## src/rtl/core/ihex_pkg.sv

```systemverilog
`timescale 1ns / 1ps
`default_nettype none
// ----------------------------------------------------------------------------
// ihex_pkg: shared types and constants of the HEX record parser
// Line phases, run states, result kinds, error codes, record types and the
// character decode used by the parser core.
// ----------------------------------------------------------------------------
package ihex_pkg;

	typedef enum logic [1:0] {
		PH_IDLE = 2'd0,
		PH_SKIP = 2'd1,
		PH_HEX  = 2'd2,
		PH_EOL  = 2'd3
	} phase_t;

	typedef enum logic [1:0] {
		ST_RUN  = 2'd0,
		ST_HALT = 2'd1,
		ST_DONE = 2'd2
	} run_t;

	typedef enum logic [2:0] {
		K_DATA  = 3'd0,
		K_START = 3'd1,
		K_OK    = 3'd2,
		K_ERROR = 3'd3,
		K_EOF   = 3'd4
	} kind_t;

	typedef enum logic [2:0] {
		E_NONE   = 3'd0,
		E_HEX    = 3'd1,
		E_SUM    = 3'd2,
		E_EOL    = 3'd3,
		E_LENGTH = 3'd4,
		E_OFFSET = 3'd5,
		E_TYPE   = 3'd6,
		E_SHORT  = 3'd7
	} err_t;

	localparam logic [2:0] REC_DATA      = 3'd0;
	localparam logic [2:0] REC_EOF       = 3'd1;
	localparam logic [2:0] REC_EXT_SEG   = 3'd2;
	localparam logic [2:0] REC_START_SEG = 3'd3;
	localparam logic [2:0] REC_EXT_LIN   = 3'd4;
	localparam logic [2:0] REC_START_LIN = 3'd5;
	localparam logic [2:0] REC_UNKNOWN   = 3'd7;

	localparam logic [7:0] CH_NL    = 8'h0A;
	localparam logic [7:0] CH_COLON = 8'h3A;

	typedef struct packed {
		logic       ok;
		logic [3:0] val;
	} nibble_t;

	function automatic nibble_t hex_decode(input logic [7:0] c);
		nibble_t r;
		r.ok  = 1'b1;
		r.val = 4'h0;
		if (c >= 8'h30 && c <= 8'h39) begin
			r.val = c[3:0];
		end else if ((c >= 8'h41 && c <= 8'h46) || (c >= 8'h61 && c <= 8'h66)) begin
			r.val = c[3:0] + 4'd9;
		end else begin
			r.ok = 1'b0;
		end
		return r;
	endfunction

endpackage
`default_nettype wire

```

## src/rtl/core/ihex_skid.sv

```systemverilog
`timescale 1ns / 1ps
`default_nettype none
// ----------------------------------------------------------------------------
// ihex_skid: input register with skid entry
// Registers each character and holds one more while the core is blocked, so
// the upstream stall comes straight from a flop.
// ----------------------------------------------------------------------------
module ihex_skid (
	input  wire logic       clk,
	input  wire logic       arst_n,
	input  wire logic       char_valid,
	output logic            char_stall,
	input  wire logic [7:0] text_char,
	output logic            head_valid,
	output logic [7:0]      head_char,
	input  wire logic       head_take
);

	logic       main_valid_q;
	logic [7:0] main_char_q;
	logic       skid_valid_q;
	logic [7:0] skid_char_q;
	logic       accept;

	assign char_stall = skid_valid_q;
	assign accept     = char_valid && !skid_valid_q;
	assign head_valid = main_valid_q;
	assign head_char  = main_char_q;

	always_ff @(posedge clk or negedge arst_n) begin
		if (!arst_n) begin
			main_valid_q <= 1'b0;
			skid_valid_q <= 1'b0;
		end else if (head_take) begin
			// advance: skid entry moves up, else take the new word
			if (skid_valid_q) begin
				skid_valid_q <= 1'b0;
			end else begin
				main_valid_q <= accept;
			end
		end else if (accept) begin
			if (!main_valid_q) begin
				main_valid_q <= 1'b1;
			end else begin
				skid_valid_q <= 1'b1;
			end
		end
	end

	always_ff @(posedge clk) begin
		if (head_take) begin
			main_char_q <= skid_valid_q ? skid_char_q : text_char;
		end else if (accept && !main_valid_q) begin
			main_char_q <= text_char;
		end
		if (accept && main_valid_q && !head_take) begin
			skid_char_q <= text_char;
		end
	end

endmodule
`default_nettype wire

```

## src/rtl/core/ihex_parse.sv

```systemverilog
`timescale 1ns / 1ps
`default_nettype none
// ----------------------------------------------------------------------------
// ihex_parse: record state machine and result register
// Decodes one character per cycle unless its result waits for a full output
// register, updates the record state and loads at most one result into it.
// ----------------------------------------------------------------------------
module ihex_parse (
	input  wire logic       clk,
	input  wire logic       arst_n,
	input  wire logic       head_valid,
	input  wire logic [7:0] head_char,
	output logic            head_take,
	output logic            result_valid,
	input  wire logic       result_stall,
	output logic [2:0]      kind,
	output logic [31:0]     address,
	output logic [7:0]      data_byte,
	output logic [2:0]      error_code
);

	ihex_pkg::phase_t phase_q, phase_d;
	ihex_pkg::run_t   stop_q, stop_d;
	logic             nib_q, nib_d;
	logic [3:0]       hi_q, hi_d;
	logic [8:0]       pos_q, pos_d;
	logic [7:0]       len_q, len_d;
	logic [15:0]      off_q, off_d;
	logic [2:0]       typ_q, typ_d;
	logic [7:0]       sum_q, sum_d;
	logic [31:0]      pw_q, pw_d;
	logic [31:0]      base_q, base_d;
	logic             seg_q, seg_d;

	logic              res_v;
	ihex_pkg::kind_t   res_kind;
	logic [31:0]       res_addr;
	logic [7:0]        res_data;
	ihex_pkg::err_t    res_err;

	ihex_pkg::nibble_t hv;
	logic [7:0]        b;
	logic [7:0]        sum_b;
	logic [8:0]        idx;
	logic [15:0]       seg_off;
	logic [7:0]        need;
	logic              type_ok;

	logic              out_valid_q;
	ihex_pkg::kind_t   out_kind_q;
	logic [31:0]       out_addr_q;
	logic [7:0]        out_data_q;
	ihex_pkg::err_t    out_err_q;
	logic              out_free;

	assign hv      = ihex_pkg::hex_decode(head_char);
	assign b       = {hi_q, hv.val};
	assign sum_b   = sum_q + b;
	assign idx     = pos_q - 9'd4;
	assign seg_off = off_q + {7'd0, idx};

	always_comb begin
		need    = 8'd0;
		type_ok = 1'b1;
		unique case (typ_q)
			ihex_pkg::REC_EOF:       need = 8'd0;
			ihex_pkg::REC_EXT_SEG:   need = 8'd2;
			ihex_pkg::REC_START_SEG: need = 8'd4;
			ihex_pkg::REC_EXT_LIN:   need = 8'd2;
			ihex_pkg::REC_START_LIN: need = 8'd4;
			default:                 type_ok = 1'b0;
		endcase
	end

	always_comb begin
		phase_d  = phase_q;
		stop_d   = stop_q;
		nib_d    = nib_q;
		hi_d     = hi_q;
		pos_d    = pos_q;
		len_d    = len_q;
		off_d    = off_q;
		typ_d    = typ_q;
		sum_d    = sum_q;
		pw_d     = pw_q;
		base_d   = base_q;
		seg_d    = seg_q;
		res_v    = 1'b0;
		res_kind = ihex_pkg::K_DATA;
		res_addr = 32'd0;
		res_data = 8'd0;
		res_err  = ihex_pkg::E_NONE;
		if (stop_q == ihex_pkg::ST_RUN) begin
			unique case (phase_q)
				ihex_pkg::PH_IDLE: begin
					if (head_char == ihex_pkg::CH_COLON) begin
						phase_d = ihex_pkg::PH_HEX;
						nib_d   = 1'b0;
						hi_d    = 4'd0;
						pos_d   = 9'd0;
						len_d   = 8'd0;
						off_d   = 16'd0;
						typ_d   = ihex_pkg::REC_DATA;
						sum_d   = 8'd0;
						pw_d    = 32'd0;
					end else if (head_char != ihex_pkg::CH_NL) begin
						phase_d = ihex_pkg::PH_SKIP;
					end
				end
				ihex_pkg::PH_SKIP: begin
					if (head_char == ihex_pkg::CH_NL) begin
						phase_d = ihex_pkg::PH_IDLE;
					end
				end
				ihex_pkg::PH_EOL: begin
					res_v   = 1'b1;
					phase_d = ihex_pkg::PH_IDLE;
					if (head_char != ihex_pkg::CH_NL) begin
						res_kind = ihex_pkg::K_ERROR;
						res_err  = ihex_pkg::E_EOL;
						stop_d   = ihex_pkg::ST_HALT;
					end else if (typ_q == ihex_pkg::REC_DATA) begin
						res_kind = ihex_pkg::K_OK;
					end else if (!type_ok) begin
						res_kind = ihex_pkg::K_ERROR;
						res_err  = ihex_pkg::E_TYPE;
						stop_d   = ihex_pkg::ST_HALT;
					end else if (len_q != need) begin
						res_kind = ihex_pkg::K_ERROR;
						res_err  = ihex_pkg::E_LENGTH;
						stop_d   = ihex_pkg::ST_HALT;
					end else if (off_q != 16'd0) begin
						res_kind = ihex_pkg::K_ERROR;
						res_err  = ihex_pkg::E_OFFSET;
						stop_d   = ihex_pkg::ST_HALT;
					end else begin
						unique case (typ_q)
							ihex_pkg::REC_EOF: begin
								res_kind = ihex_pkg::K_EOF;
								stop_d   = ihex_pkg::ST_DONE;
							end
							ihex_pkg::REC_EXT_SEG: begin
								res_kind = ihex_pkg::K_OK;
								base_d   = {12'd0, pw_q[15:0], 4'd0};
								seg_d    = 1'b1;
							end
							ihex_pkg::REC_START_SEG: begin
								res_kind = ihex_pkg::K_START;
								res_addr = {12'd0, pw_q[31:16], 4'd0} + {16'd0, pw_q[15:0]};
							end
							ihex_pkg::REC_EXT_LIN: begin
								res_kind = ihex_pkg::K_OK;
								base_d   = {pw_q[15:0], 16'd0};
								seg_d    = 1'b0;
							end
							default: begin
								res_kind = ihex_pkg::K_START;
								res_addr = pw_q;
							end
						endcase
					end
				end
				default: begin
					if (head_char == ihex_pkg::CH_NL || !hv.ok) begin
						res_v    = 1'b1;
						res_kind = ihex_pkg::K_ERROR;
						res_err  = (head_char == ihex_pkg::CH_NL) ? ihex_pkg::E_SHORT
							: ihex_pkg::E_HEX;
						stop_d   = ihex_pkg::ST_HALT;
						phase_d  = ihex_pkg::PH_IDLE;
					end else if (!nib_q) begin
						hi_d  = hv.val;
						nib_d = 1'b1;
					end else begin
						nib_d = 1'b0;
						sum_d = sum_b;
						pos_d = pos_q + 9'd1;
						if (pos_q == 9'd0) begin
							len_d = b;
						end else if (pos_q == 9'd1) begin
							off_d = {b, 8'd0};
						end else if (pos_q == 9'd2) begin
							off_d = {off_q[15:8], b};
						end else if (pos_q == 9'd3) begin
							typ_d = (b > 8'd5) ? ihex_pkg::REC_UNKNOWN : b[2:0];
						end else if (pos_q < 9'd4 + {1'b0, len_q}) begin
							// payload byte: keep the first four for the special records
							if (idx < 9'd4) begin
								pw_d = {pw_q[23:0], b};
							end
							if (typ_q == ihex_pkg::REC_DATA) begin
								res_v    = 1'b1;
								res_kind = ihex_pkg::K_DATA;
								res_data = b;
								res_addr = seg_q ? base_q + {16'd0, seg_off}
									: base_q + {16'd0, off_q} + {23'd0, idx};
							end
						end else if (sum_b != 8'd0) begin
							res_v    = 1'b1;
							res_kind = ihex_pkg::K_ERROR;
							res_err  = ihex_pkg::E_SUM;
							stop_d   = ihex_pkg::ST_HALT;
							phase_d  = ihex_pkg::PH_IDLE;
						end else begin
							phase_d = ihex_pkg::PH_EOL;
						end
					end
				end
			endcase
		end
	end

	// a word with a result waits for room in the output register
	assign out_free  = !out_valid_q || !result_stall;
	assign head_take = head_valid && (!res_v || out_free);

	always_ff @(posedge clk or negedge arst_n) begin
		if (!arst_n) begin
			phase_q <= ihex_pkg::PH_IDLE;
			stop_q  <= ihex_pkg::ST_RUN;
			nib_q   <= 1'b0;
			hi_q    <= 4'd0;
			pos_q   <= 9'd0;
			len_q   <= 8'd0;
			off_q   <= 16'd0;
			typ_q   <= ihex_pkg::REC_DATA;
			sum_q   <= 8'd0;
			pw_q    <= 32'd0;
			base_q  <= 32'd0;
			seg_q   <= 1'b0;
		end else if (head_take) begin
			phase_q <= phase_d;
			stop_q  <= stop_d;
			nib_q   <= nib_d;
			hi_q    <= hi_d;
			pos_q   <= pos_d;
			len_q   <= len_d;
			off_q   <= off_d;
			typ_q   <= typ_d;
			sum_q   <= sum_d;
			pw_q    <= pw_d;
			base_q  <= base_d;
			seg_q   <= seg_d;
		end
	end

	always_ff @(posedge clk or negedge arst_n) begin
		if (!arst_n) begin
			out_valid_q <= 1'b0;
		end else if (out_free) begin
			out_valid_q <= head_take && res_v;
		end
	end

	always_ff @(posedge clk) begin
		if (out_free && head_take && res_v) begin
			out_kind_q <= res_kind;
			out_addr_q <= res_addr;
			out_data_q <= res_data;
			out_err_q  <= res_err;
		end
	end

	assign result_valid = out_valid_q;
	assign kind         = out_kind_q;
	assign address      = out_addr_q;
	assign data_byte    = out_data_q;
	assign error_code   = out_err_q;

	a_error_halts: assert property (@(posedge clk) disable iff (!arst_n)
		(out_valid_q && out_kind_q == ihex_pkg::K_ERROR) |-> stop_q == ihex_pkg::ST_HALT)
		else $error("error result without halt");

	a_stop_sticky: assert property (@(posedge clk) disable iff (!arst_n)
		(stop_q != ihex_pkg::ST_RUN) |=> $stable(stop_q))
		else $error("run state left halt or end of file");

	a_quiet_when_stopped: assert property (@(posedge clk) disable iff (!arst_n)
		(stop_q != ihex_pkg::ST_RUN && !out_valid_q) |=> !out_valid_q)
		else $error("result produced after stop");

	a_nibble_in_hex: assert property (@(posedge clk) disable iff (!arst_n)
		(stop_q == ihex_pkg::ST_RUN && nib_q) |-> phase_q == ihex_pkg::PH_HEX)
		else $error("pending nibble outside hex digits");

endmodule
`default_nettype wire

```

## src/rtl/core/intel_hex_record_parser.sv

```systemverilog
`timescale 1ns / 1ps
`default_nettype none
// ----------------------------------------------------------------------------
// intel_hex_record_parser: streaming HEX record parser
// Character in, data bytes with addresses and per-line status out.
// ----------------------------------------------------------------------------
// One character is taken per clock cycle, sustained; an accepted character is held in the
// input register, and its result is loaded into the output register. Each
// character updates the record state in a single registered step; the only
// thing that holds the input back is a held output register, and a two-entry
// input buffer absorbs that so char_stall comes from a flop. Data bytes leave
// before the line's checksum is known: commit a line's bytes only when its
// closing status word is line ok (kind 2). After an error word the block stays
// silent until reset; after an end-of-file word it ignores all further input.
module intel_hex_record_parser (
	input  wire logic        clk,
	input  wire logic        arst_n,
	input  wire logic        char_valid,
	output logic             char_stall,
	input  wire logic [7:0]  text_char,
	output logic             result_valid,
	input  wire logic        result_stall,
	output logic [2:0]       kind,
	output logic [31:0]      address,
	output logic [7:0]       data_byte,
	output logic [2:0]       error_code
);

	logic       head_valid;
	logic [7:0] head_char;
	logic       head_take;

	ihex_skid u_skid (
		.clk        (clk),
		.arst_n     (arst_n),
		.char_valid (char_valid),
		.char_stall (char_stall),
		.text_char  (text_char),
		.head_valid (head_valid),
		.head_char  (head_char),
		.head_take  (head_take)
	);

	ihex_parse u_parse (
		.clk          (clk),
		.arst_n       (arst_n),
		.head_valid   (head_valid),
		.head_char    (head_char),
		.head_take    (head_take),
		.result_valid (result_valid),
		.result_stall (result_stall),
		.kind         (kind),
		.address      (address),
		.data_byte    (data_byte),
		.error_code   (error_code)
	);

endmodule
`default_nettype wire
```

## config.mk

```make
export PLATFORM = sky130hd
export DESIGN_NAME = intel_hex_record_parser
export DESIGN_NICKNAME = d
export VERILOG_FILES = /design/src/rtl/core/ihex_pkg.sv /design/src/rtl/core/ihex_skid.sv /design/src/rtl/core/ihex_parse.sv /design/src/rtl/core/intel_hex_record_parser.sv
export SDC_FILE = /design/constraint.sdc
export NUM_CORES = 1
export LEC_CHECK = 0
export BUFFER_PORTS_ARGS = -buffer_cell sky130_fd_sc_hd__buf_2
export CORE_UTILIZATION = 60
export DETAILED_ROUTE_END_ITERATION = 10
export GPL_TIMING_DRIVEN = 0
export MAX_ROUTING_LAYER = met4
export PLACE_DENSITY_LB_ADDON = 0.3
export SKIP_LAST_GASP = 1
export SYNTH_ARGS = -nofsm -noshare
export SYNTH_HDL_FRONTEND = slang
export SYNTH_SLANG_ARGS = --single-unit
```

## constraint.sdc

```tcl
create_clock -name clk -period 14.6 [get_ports clk]
set_input_delay 1.46 -clock clk [delete_from_list [all_inputs] [get_ports clk]]
set_output_delay 1.46 -clock clk [all_outputs]
set_load 0.005 [all_outputs]
```

Word level (Yosys, flattened, before mapping)
Cells that the tools add are included.
{"block": "op_classes", "addsub": 10, "n_mul": 0, "div": 0, "n_lt_le_gt_ge": 9, "n_eq_ne": 36, "shift": 0, "mux": 147, "bitwise": 9, "n_reduce_logical": 62}
{"op": "$mux 32", "n": 23}
{"op": "$pmux 32 s2", "n": 4}
{"op": "$mux 3", "n": 33}
{"op": "$mux 16", "n": 5}
{"op": "$mux 8", "n": 10}
{"op": "$add 32x16->32", "n": 2}
{"op": "$mux 2", "n": 27}
{"op": "$add 32x9->32", "n": 1}
{"op": "$pmux 16 s2", "n": 1}
{"op": "$pmux 8 s2", "n": 2}
{"op": "$pmux 3 s2", "n": 5}
{"op": "$mux 9", "n": 3}
{"op": "$ne 5x4->1 const B", "n": 5}
{"op": "$reduce_and 12->1", "n": 2}
{"op": "$mux 1", "n": 22}
{"op": "$add 20x16->21", "n": 1}
{"op": "$mux 4", "n": 5}
{"op": "$reduce_and 10->1", "n": 2}
{"op": "$reduce_bool 2->1", "n": 10}
{"op": "$eq 9x2->1 const B", "n": 2}
{"op": "$ne 3x2->1 const B", "n": 6}
{"op": "$pmux 9 s2", "n": 1}
{"op": "$add 16x9->16", "n": 1}
{"op": "$ge 8x7->1 const B", "n": 2}
{"op": "other kinds (50)", "n": 98}
{"block": "word_totals", "register_bits": 183, "latch_bits": 0, "ram_bits": 0, "mem_bits_ro": 0, "in_bits": 12, "elab_cells": 295, "memories": 0}

Depth between registers and ports, before layout
{"block": "logic_depth", "ltp_word": 22, "ltp_mapped": 21, "depth_no_buf": 21}

By module
From an unflattened synthesis, not the netlist that was laid out.
{"block": "hier_totals", "cells_unflattened": 1273, "hier_area_um2": 12117.9}
{"mod": "ihex_parse", "instances": 1, "cells_each": 1238, "area_each_um2": 11443.5, "seq_area_each_um2": 4259.1}
{"mod": "ihex_skid", "instances": 1, "cells_each": 35, "area_each_um2": 674.4, "seq_area_each_um2": 530.5}

Worst setup path after synthesis
OpenSTA, ideal clock, no wires.
{"block": "synth_path", "path_type": "reg2reg", "start": "register u_skid.main_char_q[0], in the netlist u_skid.head_char[0]", "end": "register u_parse.out_addr_q[0], in the netlist u_parse.address[0] (enable)", "setup_time_ns": 0.509, "t_arrival_ns": 6.525, "required_ns": 14.091, "setup_slack_ns": 7.566, "path_stages_with_launch": 19, "period_less_slack_ns": 7.034, "path_cell_list": "edfxtp_1 inv_1 ha_1 nor3b_1 nor3b_1 mux2i_1 inv_1 ha_1 inv_1 fa_1 nand2b_1 a21o_1 a211oi_1 o311a_1 a211o_2 nand3_4 buf_6 buf_2 nor3_1"}
{"block": "synth_between", "elab_chain_len": 22, "word_cells_on_any_way": 35, "cone_classes": "2 x add/sub; 6 x order compare; 1 x eq/ne; 14 x mux; 12 x reduce/logical"}
{"item": "start, declared", "line_no": "ihex_skid.sv:20", "rtl": "logic [7:0] main_char_q;"}
{"item": "start signal, assigned", "line_no": "ihex_skid.sv:52", "rtl": "main_char_q <= skid_valid_q ? skid_char_q : text_char;"}
{"item": "start signal, assigned", "line_no": "ihex_skid.sv:54", "rtl": "main_char_q <= text_char;"}
{"item": "$ge 8x7->1 / $le 8x7->1 (equally long branches)", "line_no": "ihex_pkg.sv:64", "rtl": "end else if ((c >= 8'h41 && c <= 8'h46) || (c >= 8'h61 && c <= 8'h66)) begin"}
{"item": "$logic_and 1x1->1", "line_no": "ihex_pkg.sv:64"}
{"item": "$logic_or 1x1->1", "line_no": "ihex_pkg.sv:64"}
{"item": "$mux 4", "line_no": "ihex_pkg.sv:64"}
{"item": "$mux 4 *", "line_no": "ihex_pkg.sv:62", "rtl": "if (c >= 8'h30 && c <= 8'h39) begin"}
{"item": "named net u_parse.b[0]", "line_no": "ihex_parse.sv:42", "rtl": "logic [7:0] b;"}
{"item": "$add 8x8->8 *", "line_no": "ihex_parse.sv:58", "rtl": "assign sum_b = sum_q + b;"}
{"item": "$reduce_bool 8->1 *", "line_no": "ihex_parse.sv:198", "rtl": "end else if (sum_b != 8'd0) begin"}
{"item": "[7 not listed]"}
{"item": "$mux 1 *", "line_no": "ihex_parse.sv:164", "rtl": "if (head_char == ihex_pkg::CH_NL || !hv.ok) begin"}
{"item": "$pmux 1 s2 *", "line_no": "ihex_parse.sv:94", "rtl": "unique case (phase_q)"}
{"item": "$mux 1 *", "line_no": "ihex_parse.sv:93", "rtl": "if (stop_q == ihex_pkg::ST_RUN) begin"}
{"item": "$logic_not 1->1", "line_no": "ihex_parse.sv:215", "rtl": "assign head_take = head_valid && (!res_v || out_free);"}
{"item": "$logic_or 1x1->1", "line_no": "ihex_parse.sv:215"}
{"item": "$logic_and 1x1->1", "line_no": "ihex_parse.sv:215"}
{"item": "$logic_and 1x1->1", "line_no": "ihex_parse.sv:256", "rtl": "if (out_free && head_take && res_v) begin"}
{"item": "$logic_and 1x1->1 *", "line_no": "ihex_parse.sv:256"}
{"item": "end signal, assigned", "line_no": "ihex_parse.sv:258", "rtl": "out_addr_q <= res_addr;"}
{"item": "end, declared", "line_no": "ihex_parse.sv:51", "rtl": "logic [31:0] out_addr_q;"}
The timed path passes the listed nets; every way through them passes the cells marked *.
A chain may end at the register's enable or synchronous reset.

Final worst setup path
{"block": "layout_path", "start": "register u_skid.main_char_q[0], in the netlist u_skid.head_char[0]", "end": "register u_parse.out_addr_q[14], in the netlist u_parse.address[14] (enable)"}
The elaborated chain is that of the path after synthesis.

==> results.yml <==
route:
  wl_mm: 33.0
  dr.pass1.iters: 7
  drt_iter0_markers: 969
  antenna_left: 0
  post-route-drc-count: 0
  routedWlPerCell_um: 20.1
  vias: 10248
  viasPerCell: 6.25
cells_and_area:
  fill_cells: 1527
  final_nets: 1469
  drive_gt1_share_pct: 11.1
  multiInputGateArea_um2: 6830
  n_antenna_cell: 0
  syn2layout_area_growth_pct: 10.7
  ff_latch_area_um2: 4790
setup_path:
  r2r_cells: 22
  r2r_setup_slack_ps: 8850
  timing.rr.end: "u_parse.address[14]"
  end_kind: "register"
  crit_required_ps: 14740
  reg2reg_from: "u_skid.head_char[0]"
  crit_path_max_fanout: 15
  cp.arrival_ps: 5890
  path_class: "reg -> reg"
  critPathLaunchType: "register"
clock_network:
  cts_tree: "done"
  hold_buffers: 0
  clock_latency_ps: 440
  cts.path.max_buffers: 2
  cts_resized: 0
  clk_pin_slew_ps: 70
  post_cts_buffers: 0
  cts_root_buffer: "clkbuf_16"
  cts-htree-levels: 4
  cts_buffers: 17
  cts_sinks: 179
global_route:
  grt_max_degree: 97
  antenna_found_initial: 0
  grt_pass1_wl_mm: 52.3
  grt_pass1_vias: 9943
  overflow: 0
  grt_usage_pct: 34.3
synthesis:
  synth_edf_count: 62
  synth_seq_area_share_pct: 39.2
  ys_seq_elements: 179
  syn-mean-instance-area_um2: 9.55
  yosysWarnings: 0
  synthesis.area_um2: 12200
  async_flop_share_pct: 65.4
  synthFlopType: "dfrtp_1"
  yosysUniqueCellTypes: 85
  syn_inst: 1279
  syn-num-nets: 1386
timing:
  slew_headroom_pct: 9.29
  min_period_ps: 5750
  max_freq_mhz: 174
  totalNegativeSetupSlack_ps: 0
  rsz0062_at_grt: "no"
  worst_pin_slew_ps: 1350
  hold-worst-slack_ps: 499
  setup_violations: 0
  hold_viol: 0
  slew_violations: 0
  skew_ps: 10.3
  fin_crit_sh_pct: 39.4
worst_hold_path:
  min_from: "u_parse.sum_q[6]"
  min_path_type: "reg -> reg"
  min_to: "u_parse.sum_q[6]"
  hold_depth: 1
die:
  rows: 51
  die_w_um: 145
  core_area_um2: 19700
  initial_core_util_pct: 62.0
  ios: 60
  dieArea_um2: 20900
  die_h_um: 145
pwr:
  vdd.ir_drop.worst_mv: 0.0923
  p_leak_nw: 5.98
  power_density_nw_per_um2: 109
placement:
  dp_hpwl_mm: 25.1
  numPortBuffers: 59
  gp_congestion: 0.978
status:
  outcome: "completed"
job:
  cap_violations: 0
-- cell usage after synthesis, types with 16 or more instances --
cell | number | area share, %
nand2_1 | 142 | 4.4
nor3_1 | 28 | 1.1
mux2_1 | 26 | 2.4
dfrtp_1 | 117 | 24
a21oi_1 | 47 | 1.9
o21a_1 | 16 | 0.98
o21ai_1 | 18 | 0.74
clkbuf_1 | 29 | 0.89
xor2_1 | 22 | 1.6
edfxtp_1 | 62 | 15
o21ai_0 | 47 | 1.9
nor2_1 | 92 | 2.8
nand3_1 | 30 | 1.2
inv_1 | 109 | 3.3
xnor2_1 | 47 | 3.4
ha_1 | 83 | 8.5
a21o_1 | 16 | 0.98
mux2i_1 | 55 | 4.5
-- per-stage QoR --
stage | utilization (%) | instances | total power [mW] | cell area, um2 | setup WS, ps
finish | 68.6 | 1640 | 1.48 | 13500 | 8850
global route | 68.6 | 1640 | 1.55 | 13500 | 8540
CTS | 68.6 | 1640 | 1.47 | 13500 | 8930
detailed placement | 65.6 | 1608 | 1.01 | 12900 | 9070
global placement | 65.2 | 1603 | 0.991 | 12800 | 5330
floorplan | - | 1279 | 0.878 | 12200 | 7570
-- metal layers --
layer | wire (um) | vias up | track usage [%]
met2 | 15900 | 417 | 55.2
li1 | - | 4760 | -
met5 | 0 | - | -
met4 | 1420 | 0 | 16.4
met1 | 13500 | 4970 | 41.9
met3 | 2160 | 101 | 6.09
-- state kept, by name, summed over array words and instances (netlist names) --
signal / cells
u_skid.char_stall: 1
u_parse.sum_q: 8
u_parse.stop_q: 2
u_parse.phase_q: 2
u_skid.skid_char_q: 8
u_parse.pos_q: 9
u_parse.nib_q: 1
u_parse.pw_q: 32
u_parse.base_q: 28
u_parse.typ_q: 3
u_parse.off_q: 16
u_skid.head_valid: 1
u_parse.error_code: 3
u_parse.address: 32
u_parse.data_byte: 8
u_skid.head_char: 8
u_parse.hi_q: 4
u_parse.kind: 3
u_parse.len_q: 8
u_parse.seg_q: 1
u_parse.result_valid: 1
-- report_power, final --
| group | leakage [nW] | switching, mW | internal (mW) | total (mW) |
|---|---|---|---|---|
| logic | 3.78 | 0.271 | 0.144 | 0.415 |
| clock network | 0.292 | 0.213 | 0.259 | 0.472 |
| registers | 1.90 | 0.0326 | 0.561 | 0.594 |
| total | 5.98 | 0.516 | 0.964 | 1.48 |
-- kinds of logic after synthesis --
logic type / share of synthesized area, %
buffers and inverters: 4.97
xor gates and xnor gates: 4.95
and+or+nand+nor: 16.4
AOI/OAI and AO/OA: 15.6
muxes: 8.28
DFF: 39.2
adders and majority gates: 10.6
-- cell type report --
type / count / area share (%)
Multi-Input combinational cell: 947 / 50.5
Inverter: 110 / 3.05
Clock buffer: 18 / 3.17
Sequential cell: 179 / 35.4
Timing Repair Buffer: 64 / 2.77
Clock inverter: 14 / 1.24
Tap cell: 265 / 2.45
Buffer: 43 / 1.43
-- critical path: stages (launching register included) --
cell and delay [ps]:
edfxtp_1 430, inv_1 170, ha_1 240, nor2b_1 60, a31oi_1 210, o221ai_1 230, buf_2 250, or2_2 370
inv_1 150, ha_1 280, o21ai_0 270, a2111oi_0 140, a211oi_1 370, o311a_1 340, a211o_2 220, nand3_4 130
buf_6 200, buf_2 200, nor3_2 390, buf_6 220, buf_6 180, buf_6 190, buf_6 190
-- worst max-delay path by stage --
stage / slack (ps) / start / end / cells after the start
floorplan: 7570 / u_skid.head_char[0] / u_parse.address[0] / 18
global placement: 5330 / u_skid.head_char[0] / u_parse.address[3] / 16
detailed placement: 9070 / u_skid.head_char[0] / u_parse.address[3] / 20
CTS: 8930 / u_skid.head_char[0] / u_parse.address[3] / 22
global route: 8540 / u_skid.head_char[0] / u_parse.address[7] / 20
finish: 8850 / u_skid.head_char[0] / u_parse.address[14] / 22
-- layout by cell type (no fill, tap or decap), types with 13 or more instances in the layout --
| cell | instances |
|---|---|
| nor3_1 | 27 |
| buf_2 | 69 |
| xor2_1 | 22 |
| nand3_1 | 30 |
| a21o_1 | 16 |
| clkbuf_16 | 17 |
| ha_1 | 83 |
| dfrtp_1 | 117 |
| mux2_1 | 26 |
| nor4_1 | 14 |
| o21ai_0 | 47 |
| o21ai_1 | 18 |
| a31oi_1 | 15 |
| inv_1 | 109 |
| mux2i_1 | 55 |
| nand2b_1 | 13 |
| xnor2_1 | 47 |
| nor2_1 | 92 |
| edfxtp_1 | 62 |
| clkbuf_1 | 30 |
| o21a_1 | 16 |
| a21oi_1 | 47 |
| mux2_2 | 15 |
| nand2_1 | 142 |
Power figures use the tool's default switching activity.
